==> src/design/vrsp_pkg.sv <==
package vrsp_pkg;

  // Field and register widths
  localparam int unsigned VelWidth     = 16;
  localparam int unsigned StepWidth    = 15;
  localparam int unsigned NumWidth     = 32;
  localparam int unsigned CmpOutWidth  = 16;
  localparam int unsigned CfgIdxWidth  = 1;
  localparam int unsigned CompareWidth = 16;

  // Divider iteration counter holds 0..NumWidth
  localparam int unsigned DivCntWidth = $clog2(NumWidth + 1);

  // Register reset values
  localparam logic [StepWidth-1:0] RampStepReset = StepWidth'(256);
  localparam logic [NumWidth-1:0]  PeriodNumReset = NumWidth'(16084954);

  // Register indexes
  localparam logic [CfgIdxWidth-1:0] RegRampStep  = CfgIdxWidth'(0);
  localparam logic [CfgIdxWidth-1:0] RegPeriodNum = CfgIdxWidth'(1);

  typedef enum logic [1:0] {
    ST_IDLE,
    ST_DIVIDE,
    ST_WAIT
  } vrsp_state_e;

  // Divider status seen by the sequencer
  typedef struct packed {
    logic                done;
    logic [NumWidth-1:0] quotient;
  } vrsp_div_status_t;

endpackage

==> src/design/vrsp_ramp.sv <==
module vrsp_ramp import vrsp_pkg::*; (
  input  logic                        clk_i,
  input  logic                        rst_ni,
  input  logic                        load_i,
  input  logic signed [VelWidth-1:0]  target_i,
  input  logic        [StepWidth-1:0] step_i,
  output logic signed [VelWidth-1:0]  vel_o,
  output logic signed [VelWidth-1:0]  next_vel_o,
  output logic                        stopped_o
);

  logic signed [VelWidth-1:0] vel_q, vel_d;
  logic signed [VelWidth:0]   delta;
  logic        [VelWidth:0]   mag;
  logic        [VelWidth:0]   step_ext;

  // Move toward the target by at most one step, snap when close
  always_comb begin
    delta    = VelWidth'(0) + ({target_i[VelWidth-1], target_i} - {vel_q[VelWidth-1], vel_q});
    mag      = delta[VelWidth] ? (VelWidth+1)'(-delta) : delta;
    step_ext = (VelWidth+1)'(step_i);
    if (mag <= step_ext) begin
      vel_d = target_i;
    end else if (delta[VelWidth]) begin
      vel_d = vel_q - VelWidth'(step_i);
    end else begin
      vel_d = vel_q + VelWidth'(step_i);
    end
  end

  // Hold the current velocity between ticks
  always_ff @(posedge clk_i or negedge rst_ni) begin
    if (!rst_ni) begin
      vel_q <= '0;
    end else if (load_i) begin
      vel_q <= vel_d;
    end
  end

  assign vel_o      = vel_q;
  assign next_vel_o = vel_d;
  assign stopped_o  = vel_q[VelWidth-1] || (vel_q == '0);

endmodule

==> src/design/vrsp_div.sv <==
module vrsp_div import vrsp_pkg::*; (
  input  logic                   clk_i,
  input  logic                   rst_ni,
  input  logic                   start_i,
  input  logic [NumWidth-1:0]    numerator_i,
  input  logic [VelWidth-1:0]    divisor_i,
  output vrsp_div_status_t       status_o
);

  // Restoring divider: one quotient bit per cycle, numerator shifts out
  // at the top while quotient bits shift in at the bottom.
  logic [NumWidth-1:0]    num_q, num_d;
  logic [VelWidth-1:0]    rem_q, rem_d;
  logic [VelWidth-1:0]    div_q;
  logic [DivCntWidth-1:0] cnt_q, cnt_d;
  logic [VelWidth:0]      trial;
  logic                   ge;
  logic                   busy;

  assign busy = (cnt_q != '0);

  always_comb begin
    trial = {rem_q, num_q[NumWidth-1]};
    ge    = trial >= {1'b0, div_q};
    num_d = num_q;
    rem_d = rem_q;
    cnt_d = cnt_q;
    if (busy) begin
      num_d = {num_q[NumWidth-2:0], ge};
      rem_d = ge ? VelWidth'(trial - {1'b0, div_q}) : trial[VelWidth-1:0];
      cnt_d = cnt_q - DivCntWidth'(1);
    end
  end

  // Count down the iterations
  always_ff @(posedge clk_i or negedge rst_ni) begin
    if (!rst_ni) begin
      cnt_q <= '0;
    end else if (start_i) begin
      cnt_q <= DivCntWidth'(NumWidth);
    end else begin
      cnt_q <= cnt_d;
    end
  end

  // Shift the datapath
  always_ff @(posedge clk_i) begin
    if (start_i) begin
      num_q <= numerator_i;
      rem_q <= '0;
      div_q <= divisor_i;
    end else begin
      num_q <= num_d;
      rem_q <= rem_d;
    end
  end

  assign status_o.done     = (cnt_q == DivCntWidth'(1));
  assign status_o.quotient = num_d;

endmodule

==> src/design/velocity_ramp_step_period.sv <==
// Velocity ramp with step-period output. Each input word is one ramp tick
// carrying a target velocity (signed Q7.8). The held velocity moves toward
// it by at most ramp_step (register 0) and snaps to the target when the gap
// is within one step. The new velocity is returned with a timer compare
// value, period_numerator (register 1) divided by the velocity, truncated
// and saturated at 2^COMPARE_WIDTH-1; zero or negative velocity gives the
// maximum and raises stopped. Each result word is loaded once the bit-serial
// 32-by-16 divider, producing one quotient bit per cycle, has finished. Ticks
// are processed one at a time: the next tick is taken at the earliest in the
// cycle after the result is loaded. A finished result may wait in the output
// register while the next tick is accepted.
module velocity_ramp_step_period import vrsp_pkg::*; #(
  parameter int unsigned COMPARE_WIDTH = CompareWidth
) (
  input  logic                          clk_i,
  input  logic                          rst_ni,
  input  logic                          cfg_we_i,
  input  logic        [CfgIdxWidth-1:0] cfg_idx_i,
  input  logic        [NumWidth-1:0]    cfg_data_i,
  input  logic                          in_valid_i,
  output logic                          in_stall_o,
  input  logic signed [VelWidth-1:0]    target_velocity_i,
  output logic                          out_valid_o,
  input  logic                          out_stall_i,
  output logic signed [VelWidth-1:0]    applied_velocity_o,
  output logic        [CmpOutWidth-1:0] compare_value_o,
  output logic                          stopped_o
);

  localparam logic [NumWidth-1:0] CmpMax = NumWidth'((64'd1 << COMPARE_WIDTH) - 64'd1);

  vrsp_state_e state_q, state_d;

  logic [StepWidth-1:0] ramp_step_q;
  logic [NumWidth-1:0]  period_num_q;

  logic                        accept;
  logic                        result_ready;
  logic                        load_out;
  logic signed [VelWidth-1:0]  vel;
  logic signed [VelWidth-1:0]  next_vel;
  logic                        stopped;
  vrsp_div_status_t            div_status;
  logic [NumWidth-1:0]         cmp_sat;

  logic                        out_valid_q, out_valid_d;
  logic signed [VelWidth-1:0]  out_vel_q;
  logic [CmpOutWidth-1:0]      out_cmp_q;
  logic                        out_stop_q;

  assign accept = in_valid_i && (state_q == ST_IDLE);

  // Configuration registers
  always_ff @(posedge clk_i or negedge rst_ni) begin
    if (!rst_ni) begin
      ramp_step_q  <= RampStepReset;
      period_num_q <= PeriodNumReset;
    end else if (cfg_we_i) begin
      case (cfg_idx_i)
        RegRampStep:  ramp_step_q  <= cfg_data_i[StepWidth-1:0];
        RegPeriodNum: period_num_q <= cfg_data_i;
        default:      ;
      endcase
    end
  end

  vrsp_ramp u_ramp (
    .clk_i      (clk_i),
    .rst_ni     (rst_ni),
    .load_i     (accept),
    .target_i   (target_velocity_i),
    .step_i     (ramp_step_q),
    .vel_o      (vel),
    .next_vel_o (next_vel),
    .stopped_o  (stopped)
  );

  vrsp_div u_div (
    .clk_i       (clk_i),
    .rst_ni      (rst_ni),
    .start_i     (accept),
    .numerator_i (period_num_q),
    .divisor_i   (next_vel),
    .status_o    (div_status)
  );

  // Saturate the quotient; non-positive velocity forces the maximum
  assign cmp_sat = (stopped || (div_status.quotient > CmpMax)) ? CmpMax
                                                               : div_status.quotient;

  // Sequencer
  always_ff @(posedge clk_i or negedge rst_ni) begin
    if (!rst_ni) begin
      state_q <= ST_IDLE;
    end else begin
      state_q <= state_d;
    end
  end

  always_comb begin
    state_d      = state_q;
    result_ready = 1'b0;
    case (state_q)
      ST_IDLE: begin
        if (accept) state_d = ST_DIVIDE;
      end
      ST_DIVIDE: begin
        result_ready = div_status.done;
        if (div_status.done) state_d = load_out ? ST_IDLE : ST_WAIT;
      end
      ST_WAIT: begin
        result_ready = 1'b1;
        if (load_out) state_d = ST_IDLE;
      end
      default: state_d = ST_IDLE;
    endcase
  end

  assign load_out    = result_ready && (!out_valid_q || !out_stall_i);
  assign out_valid_d = load_out || (out_valid_q && out_stall_i);

  // Output word register
  always_ff @(posedge clk_i or negedge rst_ni) begin
    if (!rst_ni) begin
      out_valid_q <= 1'b0;
    end else begin
      out_valid_q <= out_valid_d;
    end
  end

  always_ff @(posedge clk_i) begin
    if (load_out) begin
      out_vel_q  <= vel;
      out_cmp_q  <= cmp_sat[CmpOutWidth-1:0];
      out_stop_q <= stopped;
    end
  end

  assign in_stall_o         = (state_q != ST_IDLE);
  assign out_valid_o        = out_valid_q;
  assign applied_velocity_o = out_vel_q;
  assign compare_value_o    = out_cmp_q;
  assign stopped_o          = out_stop_q;

endmodule

==> config.mk <==
export PLATFORM = sky130hd
export DESIGN_NAME = velocity_ramp_step_period
export DESIGN_NICKNAME = d
export VERILOG_FILES = /design/src/design/vrsp_pkg.sv /design/src/design/vrsp_ramp.sv /design/src/design/vrsp_div.sv /design/src/design/velocity_ramp_step_period.sv
export SDC_FILE = /design/constraint.sdc
export NUM_CORES = 1
export LEC_CHECK = 0
export BUFFER_PORTS_ARGS = -buffer_cell sky130_fd_sc_hd__buf_2
export CORE_ASPECT_RATIO = 1.2
export CORE_MARGIN = 4
export CORE_UTILIZATION = 45
export CTS_CLUSTER_DIAMETER = 120
export DETAILED_ROUTE_END_ITERATION = 12
export PLACE_DENSITY = 0.69
export SETUP_SLACK_MARGIN = 0.1
export SLEW_MARGIN = 20
export SYNTH_ARGS = -nofsm -noshare
export SYNTH_HDL_FRONTEND = slang
export SYNTH_HIERARCHICAL = 1
export SYNTH_SLANG_ARGS = --single-unit
==> constraint.sdc <==
create_clock -name clk_i -period 12 [get_ports clk_i]
set_clock_uncertainty 0.15 [all_clocks]
set_input_delay 2.4 -clock clk_i [delete_from_list [all_inputs] [get_ports clk_i]]
set_output_delay 2.4 -clock clk_i [all_outputs]
set_load 0.01 [all_outputs]
==> run metrics, run 1 <==
outcome completed; drt first-iter violations approximately 620; hpwl dp ~21,000 µm; vias in the first global route between 9k and 10k; worst-skew pair later-pin latency roughly 0.43 ns; Crit Path Class primary input to flip-flop; Max clock buf depth 2; area of the multi-input gates 6240 µm²; Worst path slowest cell and4_1; synthesized flop and latch total 169; die span in y about 180 µm; Synth top area share 0.133; I/O pins around 90; Avg Inst Size Synth around 9.2 µm²; Post-CTS Hold Fix Bufs 0; Adder-Cell Fraction of Synth Area 0.0849; CP cell instances buf_2, ha_1, a21o_1, or3_4, o211a_1, nor4_1, nor2_1, o21ai_1, o21ai_0, xnor2_1, ha_1, a21oi_1, nor2b_1, o21ai_0, a21oi_1, or4_1, a32oi_1, and4_1, nor3_1, mux2_2; Area contributors post-synth edfxtp_1 13%, dfrtp_1 12%, dfxtp_1 8.7%; antenna violations before repair 3; worst-path fanout max 18; normalized max-slew margin 0.271; CTS tree built; # H-tree levels 4; # setup viols final 0; Synth Area in Simple Gates 0.187; WP data arrival 8.16 ns; nets@finish 1,377; first-pass GRT wire length between 40,000 and 50,000 µm; Layout area overhead 11.3%; multiplexer share of the synthesized area 0.0890; most common cell after layout, fill and taps aside nand2_1; Residual DRC 0; Top FF cell, synth dfrtp_1; Worst Max-Slew Pin Slew between 1 and 1.5 ns; All-Layer GR Usage 0.210; grt total ovfl 0; Tcrit/Tclk final 0.678; Setup crit start kind primary input; Die Footprint about 27,000 µm²; min Tclk post-route 8.14 ns; Vias/cell between 5 and 6; via count ~9.2k; sequential area share after synthesis 0.386; Mapped Area around 11,000 µm²; clk sinks 169; Synth Area in Compound Gates 0.155; largest net degree at the start of global routing 74; fraction of layout cells with a size suffix above 1 0.196; total CTS buffers 17; Initial Util 0.458; commonest cells after routing, fill and taps aside 166 x nand2_1, 87 x buf_2, 79 x nor2_1; xor and xnor area share after synthesis 0.0481; net count after synthesis roughly 1.3k; post-CTS sizing 0; final WL around 29,000 µm; Cells after Synth approximately 1.2k; EDFF count, synth 49; Data required, critical path roughly 12 ns; storage element area between 4000 and 5000 µm²; Fin. Hold Viols 0; CTS clk-pin slew, worst paths approximately 0.070 ns; biggest area consumer among synthesized cells edfxtp_1; Rows between 60 and 70; core area about 24,000 µm²; post-detailed-route count of antenna-violating nets 0; Post-CTS Setup Bufs 0; root buffer selected by CTS clkbuf_16; CP endpoint kind flip-flop; DR WL/cell approximately 18 µm; setup TNS 0 ns; fmax around 120 MHz; asr flop ratio synth 0.426; yosys warns 6; max incr delay on CP 0.72 ns; count of cell types in the netlist 82; unrepaired setup endpoints after global routing no; GPL Wtd Cong 0.911; layout filler cell count about 2.2k; DIE WIDTH 151 µm; total of max-cap violations 0; max-slew violations 0; Min-Delay Path Class flip-flop to flip-flop; iteration count of the initial detailed-routing pass 7; # port buffers 88; main combinational cell family by area after synthesis simple AND/OR/NAND/NOR gates
-- layer usage --
layer | share of wire | wire length, µm | GRT usage
met3 | 0.048 | 1390 | 0.0320
met2 | 0.50 | 14500 | 0.358
met1 | 0.41 | 11900 | 0.263
met4 | 0.035 | 1020 | 0.0853
met5 | 0 | 0 | 0
-- final timing paths --
path                                      start         endpoint  slack [ns]  depth (start not counted)
min reg2reg                     period_num_q[0]   u_div/num_q[0]        0.33                          2
min                             period_num_q[0]   u_div/num_q[0]        0.33                          2
min in group asynchronous                rst_ni  u_ramp/vel_o[9]        1.65                          1
max in group asynchronous                rst_ni  u_ramp/vel_o[4]        9.01                          2
max reg2reg                     u_ramp/vel_o[7]   u_div/div_q[7]        5.38                         20
max                        target_velocity_i[7]   u_div/div_q[7]        3.86                         20
-- flip-flops by register name (all words and copies together), names as in the netlist --
signal and flops:
state_q 2, compare_value_o 16, stopped_o 1, u_div/div_q 16
out_valid_o 1, period_num_q 32, ramp_step_q 15, u_div/num_q 32
u_div/rem_q 16, u_ramp/vel_o 16, u_div/cnt_q 6, applied_velocity_o 16
-- cell families after synthesis --
| family | Yosys count |
|---|---|
| AND/OR/NAND/NOR | 429 |
| AO/OA/AOI/OAI | 249 |
| flip-flops | 169 |
| buffers and inverters | 131 |
| multiplexers | 84 |
| adder cells (fa/ha/maj) | 73 |
| XOR/XNOR | 59 |
-- synth_stat cells (6+ instances only) --
| cell | n |
|---|---|
| a21o_1 | 12 |
| edfxtp_1 | 49 |
| dfrtp_1 | 54 |
| nor2_1 | 80 |
| a211oi_1 | 11 |
| nand2_1 | 166 |
| ha_1 | 70 |
| nor3_1 | 41 |
| clkbuf_1 | 36 |
| buf_2 | 16 |
| a21oi_1 | 50 |
| nor4_1 | 16 |
| o21ai_0 | 44 |
| mux2_2 | 72 |
| mux2_4 | 10 |
| xor2_1 | 19 |
| nand2b_1 | 18 |
| inv_1 | 72 |
| dfxtp_1 | 48 |
| o211ai_1 | 22 |
| a31oi_1 | 20 |
| nand3b_1 | 17 |
| dfstp_2 | 18 |
| a211o_1 | 10 |
| nor2b_1 | 11 |
| o2111ai_1 | 6 |
| o31ai_1 | 23 |
| nand3_1 | 20 |
| nand4_1 | 18 |
| or3_1 | 7 |
| xnor2_1 | 39 |
-- worst max-delay path: cells and delay by family --
family	cells	cell delay, ns
xor+xnor	1	0.18
mux	1	0.32
simple gates	7	2.45
buf+inv	1	0.12
compound gates	8	1.93
fa+ha+maj	2	0.74
-- stage by stage --
step / setup slack, ns / utilization / hold slack [ns] / instance area, µm² / std cells
finish: 3.86 / 0.510 / 0.327 / 12300 / 1586
global route: 3.49 / 0.510 / 0.368 / 12300 / 1586
CTS: 4.01 / 0.509 / 0.331 / 12200 / 1582
detailed placement: 3.56 / 0.485 / 0.318 / 11700 / 1550
global placement: 3.66 / 0.485 / 0.302 / 11700 / 1550
floorplan: 4.43 / - / 0.289 / 11000 / 1194
-- final cells by class --
class,count,area share
inverter,72,0.0220
clock inverter,13,0.0106
clock buffer,19,0.0361
antenna,3,0.000612
timing repair buffer,96,0.0426
multi-input combinational,894,0.509
tap,320,0.0326
sequential,169,0.347
Power of run 1 is not shown: default switching activity piles up to over one toggle a cycle in this logic, so the estimate is an artifact.
==> run 2, diff against run 1 <==
==> constraint.sdc (replaced) <==
create_clock -name clk_i -period 7.8 [get_ports clk_i]
set_clock_uncertainty 0.15 [all_clocks]
set_input_delay 1.56 -clock clk_i [delete_from_list [all_inputs] [get_ports clk_i]]
set_output_delay 1.56 -clock clk_i [all_outputs]
set_load 0.01 [all_outputs]
==> run 2 against run 1 <==
Effect of this change:
- critical path depth rose by 2
- non-clock buffer count rose by 4
- die area did not move
- global-route usage fell by 0.31 points
- setup slack got worse by 2.9 ns
- via count rose by 0.70%
- register-to-register slack got worse by 3.7 ns
- first-iteration DRC count rose by 40%
- largest cell class unchanged
==> run metrics, run 2 (synthesis gave the netlist of run 1 again) <==
# H-tree levels 4; nets@finish between 1k and 1.5k; Data required, critical path a little under 8 ns; layout filler cell count roughly 2.2k; Initial Util 0.458; Inst Count DP 1,555; drt first-iter violations ~870; commonest cells after routing, fill and taps aside 166 x nand2_1, 87 x buf_2, 79 x nor2_1; Post-CTS Hold Fix Bufs 0; die span in y around 180 µm; hpwl dp 21,000 µm; total of max-cap violations 0; CP cell instances buf_2, inv_1, ha_1, fa_1, nand2b_1, a21oi_1, o211a_1, nor4_1, o31ai_2, buf_4, o21ai_0, xnor2_1, ha_1, o21a_1, o31ai_1, a211oi_1, o311ai_0, a21oi_1, o41ai_1, xnor3_1, nor4_1, a21o_1; fmax approximately 150 MHz; vias in the first global route ~9.0k; crit-path leading delay family compound AO/OA/AOI/OAI gates; setup TNS 0 ns; max incr delay on CP a little under 0.6 ns; I/O pins 89; Rows 62; Worst path slowest cell o31ai_2; CTS tree built; fraction of layout cells with a size suffix above 1 0.199; # port buffers 88; antenna violations before repair 2; post-detailed-route count of antenna-violating nets 0; Residual DRC 0; Critical Path Source target_velocity_i[0]; All-Layer GR Usage 0.206; Crit Path Class primary input to flip-flop; core area 24,000 µm²; Layout area overhead 11.5%; largest net degree at the start of global routing between 70 and 80; max-slew violations 0; R2R setup slack between 1.5 and 2 ns; storage element area 4260 µm²; Max clock buf depth 2; Post-CTS Setup Bufs 0; min Tclk post-route a little under 7 ns; total CTS buffers 17; final WL about 28,000 µm; CP endpoint kind flip-flop; crit path setup slack, layout roughly 0.94 ns; worst-path fanout max 18; Die Footprint 27,100 µm²; worst-skew pair later-pin latency 0.43 ns; reg2reg end u_div/div_q[15]; WP data arrival ~7 ns; post-route insts no fill 1,589; Worst path depth 22; first-pass GRT wire length 45,300 µm; most common cell after layout, fill and taps aside nand2_1; DIE WIDTH 151 µm; hold_ws roughly 0.35 ns; clk sinks 169; Vias/cell approximately 6; Worst Max-Slew Pin Slew approximately 1.1 ns; Largest regs period_num_q x32, u_div/num_q x32; DR WL/cell ~18 µm; normalized max-slew margin 0.286; Min-Delay Path Class flip-flop to flip-flop; Reg2Reg Depth 20; Setup crit end u_div/div_q[15]; Fin. Hold Viols 0; number of buffer and inverter stages on the critical path 3; # setup viols final 0; unrepaired setup endpoints after global routing no; grt total ovfl 0; area of the multi-input gates ~6200 µm²; post-CTS sizing 0; Tcrit/Tclk final 0.880; Setup crit start kind primary input; iteration count of the initial detailed-routing pass 6; via count around 9.3k; worst reg2reg path startpoint u_ramp/vel_o[0]; root buffer selected by CTS clkbuf_16; GPL Wtd Cong between 0.9 and 1; outcome completed; CTS clk-pin slew, worst paths around 0.07 ns; Setup WS pre-CTS about 0.59 ns
run 2: cell types whose count changed in the layout (fill, tap and decap cells not counted), sizes merged:
cell / before / now
bufinv: 1 / 0
buf: 96 / 100
diode: 3 / 2
clkbuf: 19 / 18
clkinv: 4 / 3
clkinvlp: 0 / 3
run 2: how the worst min path moves through the flow:
stage,startpoint,to,slack (ns),depth (start not counted)
after global placement,period_num_q[0],u_div/num_q[0],0.30,2
after CTS,period_num_q[0],u_div/num_q[0],0.35,2
after detailed placement,period_num_q[0],u_div/num_q[0],0.33,2
after global routing,period_num_q[26],u_div/num_q[26],0.37,1
after floorplan,period_num_q[0],u_div/num_q[0],0.29,2
final,period_num_q[0],u_div/num_q[0],0.35,2
run 2: cell type report:
class,instances,area share
Clock inverter,14,0.0118
Sequential cell,169,0.346
Antenna cell,2,0.000407
Timing Repair Buffer,100,0.0434
Tap cell,320,0.0326
Clock buffer,18,0.0366
Inverter,72,0.0220
Multi-Input combinational cell,894,0.507
run 2: routing by layer:
layer,vias to the layer above,GRT usage,share of wire,routed length (µm)
met4,0,0.0947,0.038,1080
met3,65,0.0282,0.045,1270
met2,296,0.350,0.49,13900
li1,4440,-,-,-
met5,-,0,0,0
met1,4469,0.258,0.42,11900
run 2: worst reg2reg max path: stages, from the launching register on:
cell	delay, ns
dfrtp_1	0.49
ha_1	0.26
fa_1	0.42
nand2b_1	0.18
a21oi_1	0.33
o211a_1	0.29
nor4_1	0.09
o31ai_2	0.59
buf_4	0.33
o21ai_0	0.14
xnor2_1	0.14
ha_1	0.31
o21a_1	0.12
o31ai_1	0.13
a211oi_1	0.21
o311ai_0	0.50
a21oi_1	0.16
o41ai_1	0.36
xnor3_1	0.39
nor4_1	0.30
a21o_1	0.13
run 2: metrics by stage:
step / util / area [µm²]
floorplan: - / 11000
global placement: 0.486 / 11700
detailed placement: 0.486 / 11700
CTS: 0.511 / 12300
global route: 0.511 / 12300
finish: 0.511 / 12300
Power of run 2 is left out for the same reason.
==> run 3, diff against run 2 <==
--- a/config.mk
+++ b/config.mk
@@ -8,10 +8,10 @@
 export BUFFER_PORTS_ARGS = -buffer_cell sky130_fd_sc_hd__buf_2
 export CORE_ASPECT_RATIO = 1.2
 export CORE_MARGIN = 4
-export CORE_UTILIZATION = 45
+export CORE_UTILIZATION = 61
 export CTS_CLUSTER_DIAMETER = 120
 export DETAILED_ROUTE_END_ITERATION = 12
-export PLACE_DENSITY = 0.69
+export PLACE_DENSITY = 0.87
 export SETUP_SLACK_MARGIN = 0.1
 export SLEW_MARGIN = 20
 export SYNTH_ARGS = -nofsm -noshare
==> run 3 against run 2 <==
Effect of this change:
- final cell count decreased by 6.2%
- register-to-register slack improved by 0.11 ns
- wire length is 5.2% higher
- via count grew 3.4%
- sequential share of layout area increased by 0.37 points
- non-clock buffer count is 2 higher
==> run metrics, run 3 (synthesis gave the netlist of run 1 again) <==
All-Layer GR Usage 0.294; DIE WIDTH roughly 130 µm; commonest cells after routing, fill and taps aside 166 x nand2_1, 87 x buf_2, 79 x nor2_1; post-CTS sizing 0; crit path setup slack, layout ~1.0 ns; Post-CTS Setup Bufs 0; post-detailed-route count of antenna-violating nets 0; clk sinks 169; drt first-iter violations between 1k and 1.5k; Residual DRC 0; Crit Path Class primary input to flip-flop; root buffer selected by CTS clkbuf_16; fmax approximately 150 MHz; layout filler cell count between 1k and 1.5k; CTS tree built; worst reg2reg path startpoint u_ramp/vel_o[0]; Critical Path Source target_velocity_i[0]; post-layout util 0.690; vias in the first global route 9,319; final WL around 30,000 µm; worst-path fanout max 5; Tcrit/Tclk final 0.868; Min-Delay Path Class flip-flop to flip-flop; WP data arrival 6.92 ns; nets@finish around 1.4k; fraction of layout cells with a size suffix above 1 0.199; most common cell after layout, fill and taps aside nand2_1; CTS clk-pin slew, worst paths approximately 0.07 ns; iteration count of the initial detailed-routing pass 6; Setup crit start kind primary input; Worst Max-Slew Pin Slew 1.07 ns; grt total ovfl 0; DR WL/cell between 15 and 20 µm; I/O pins 89; antenna violations before repair 1; hold_sp period_num_q[12]; min Tclk post-route 6.77 ns; met3 GRT Util 0.0467; Layout area overhead 10.4%; largest net degree at the start of global routing 85; Largest regs period_num_q x32, u_div/num_q x32; area of the multi-input gates approximately 6200 µm²; Die Footprint ~20,000 µm²; Post-CTS Hold Fix Bufs 0; via count between 9k and 10k; # setup viols final 0; GRT Max-Usage Layer met2; # H-tree levels 4; met2 Use GR 0.494; normalized max-slew margin 0.283; die span in y between 150 and 200 µm; setup TNS 0 ns; CP endpoint kind flip-flop; core area between 15,000 and 20,000 µm²; hpwl dp between 20,000 and 25,000 µm; Initial Util 0.625; storage element area approximately 4300 µm²; worst-skew pair later-pin latency 0.43 ns; Setup WS pre-CTS 0.701 ns; total of max-cap violations 0; max-slew violations 0; Vias/cell ~6.4; Max clock buf depth 2; Rows 53; outcome completed; Fin. Hold Viols 0; unrepaired setup endpoints after global routing no; # port buffers 88; GPL Wtd Cong 0.997; Data required, critical path 7.95 ns; total CTS buffers 17; met1 Resource Use GR 0.373; first-pass GRT wire length roughly 48,000 µm
==> run 3: stage by stage <==
step | area [µm²] | instances | hold slack [ns]
final | 12200 | 1490 | 0.345
after global routing | 12200 | 1490 | 0.362
after CTS | 12200 | 1489 | 0.349
after detailed placement | 11600 | 1457 | 0.325
after global placement | 11600 | 1457 | 0.301
after floorplan | 11000 | 1194 | 0.289
==> run 3: worst max-delay path, cell delays in order <==
cell and delay (ns):
buf_2 0.09, inv_1 0.04, ha_1 0.20, fa_1 0.42
nand2b_1 0.18, a21oi_1 0.32, o211a_1 0.29, nor4_1 0.10
o31ai_2 0.34, nor2_1 0.08, a21oi_1 0.24, ha_1 0.28
nor2b_1 0.14, o31ai_1 0.49, a211oi_1 0.20, o311ai_0 0.47
a21oi_1 0.16, o41ai_1 0.50, xnor3_1 0.41, nor4_1 0.29
a21o_1 0.12
==> run 3: worst paths after layout <==
| kind | end | slack, ns | cells after the start |
|---|---|---|---|
| worst min register to register | u_div/num_q[12] | 0.35 | 1 |
| worst min-delay path | u_div/num_q[12] | 0.35 | 1 |
| max in group asynchronous | u_div/cnt_q[4] | 5.73 | 1 |
| worst max-delay path | u_div/div_q[15] | 1.03 | 21 |
| min in group asynchronous | u_ramp/vel_o[7] | 1.10 | 1 |
| worst max register to register | u_div/div_q[15] | 1.77 | 19 |
==> run 3: final cells by class <==
type / instances / share of cell area
multi-input combinational: 894 / 0.512
clock inverter: 15 / 0.0127
tap: 220 / 0.0226
inverter: 72 / 0.0222
antenna: 1 / 0.000206
clock buffer: 17 / 0.0350
timing repair buffer: 102 / 0.0450
sequential: 169 / 0.350
==> run 3: layer usage <==
metal	vias to the layer above	routed length (µm)
li1	4441	-
met1	4608	11700
met2	431	15000
met3	102	1810
met4	0	1140
met5	-	0
Power of run 3 is left out for the same reason.
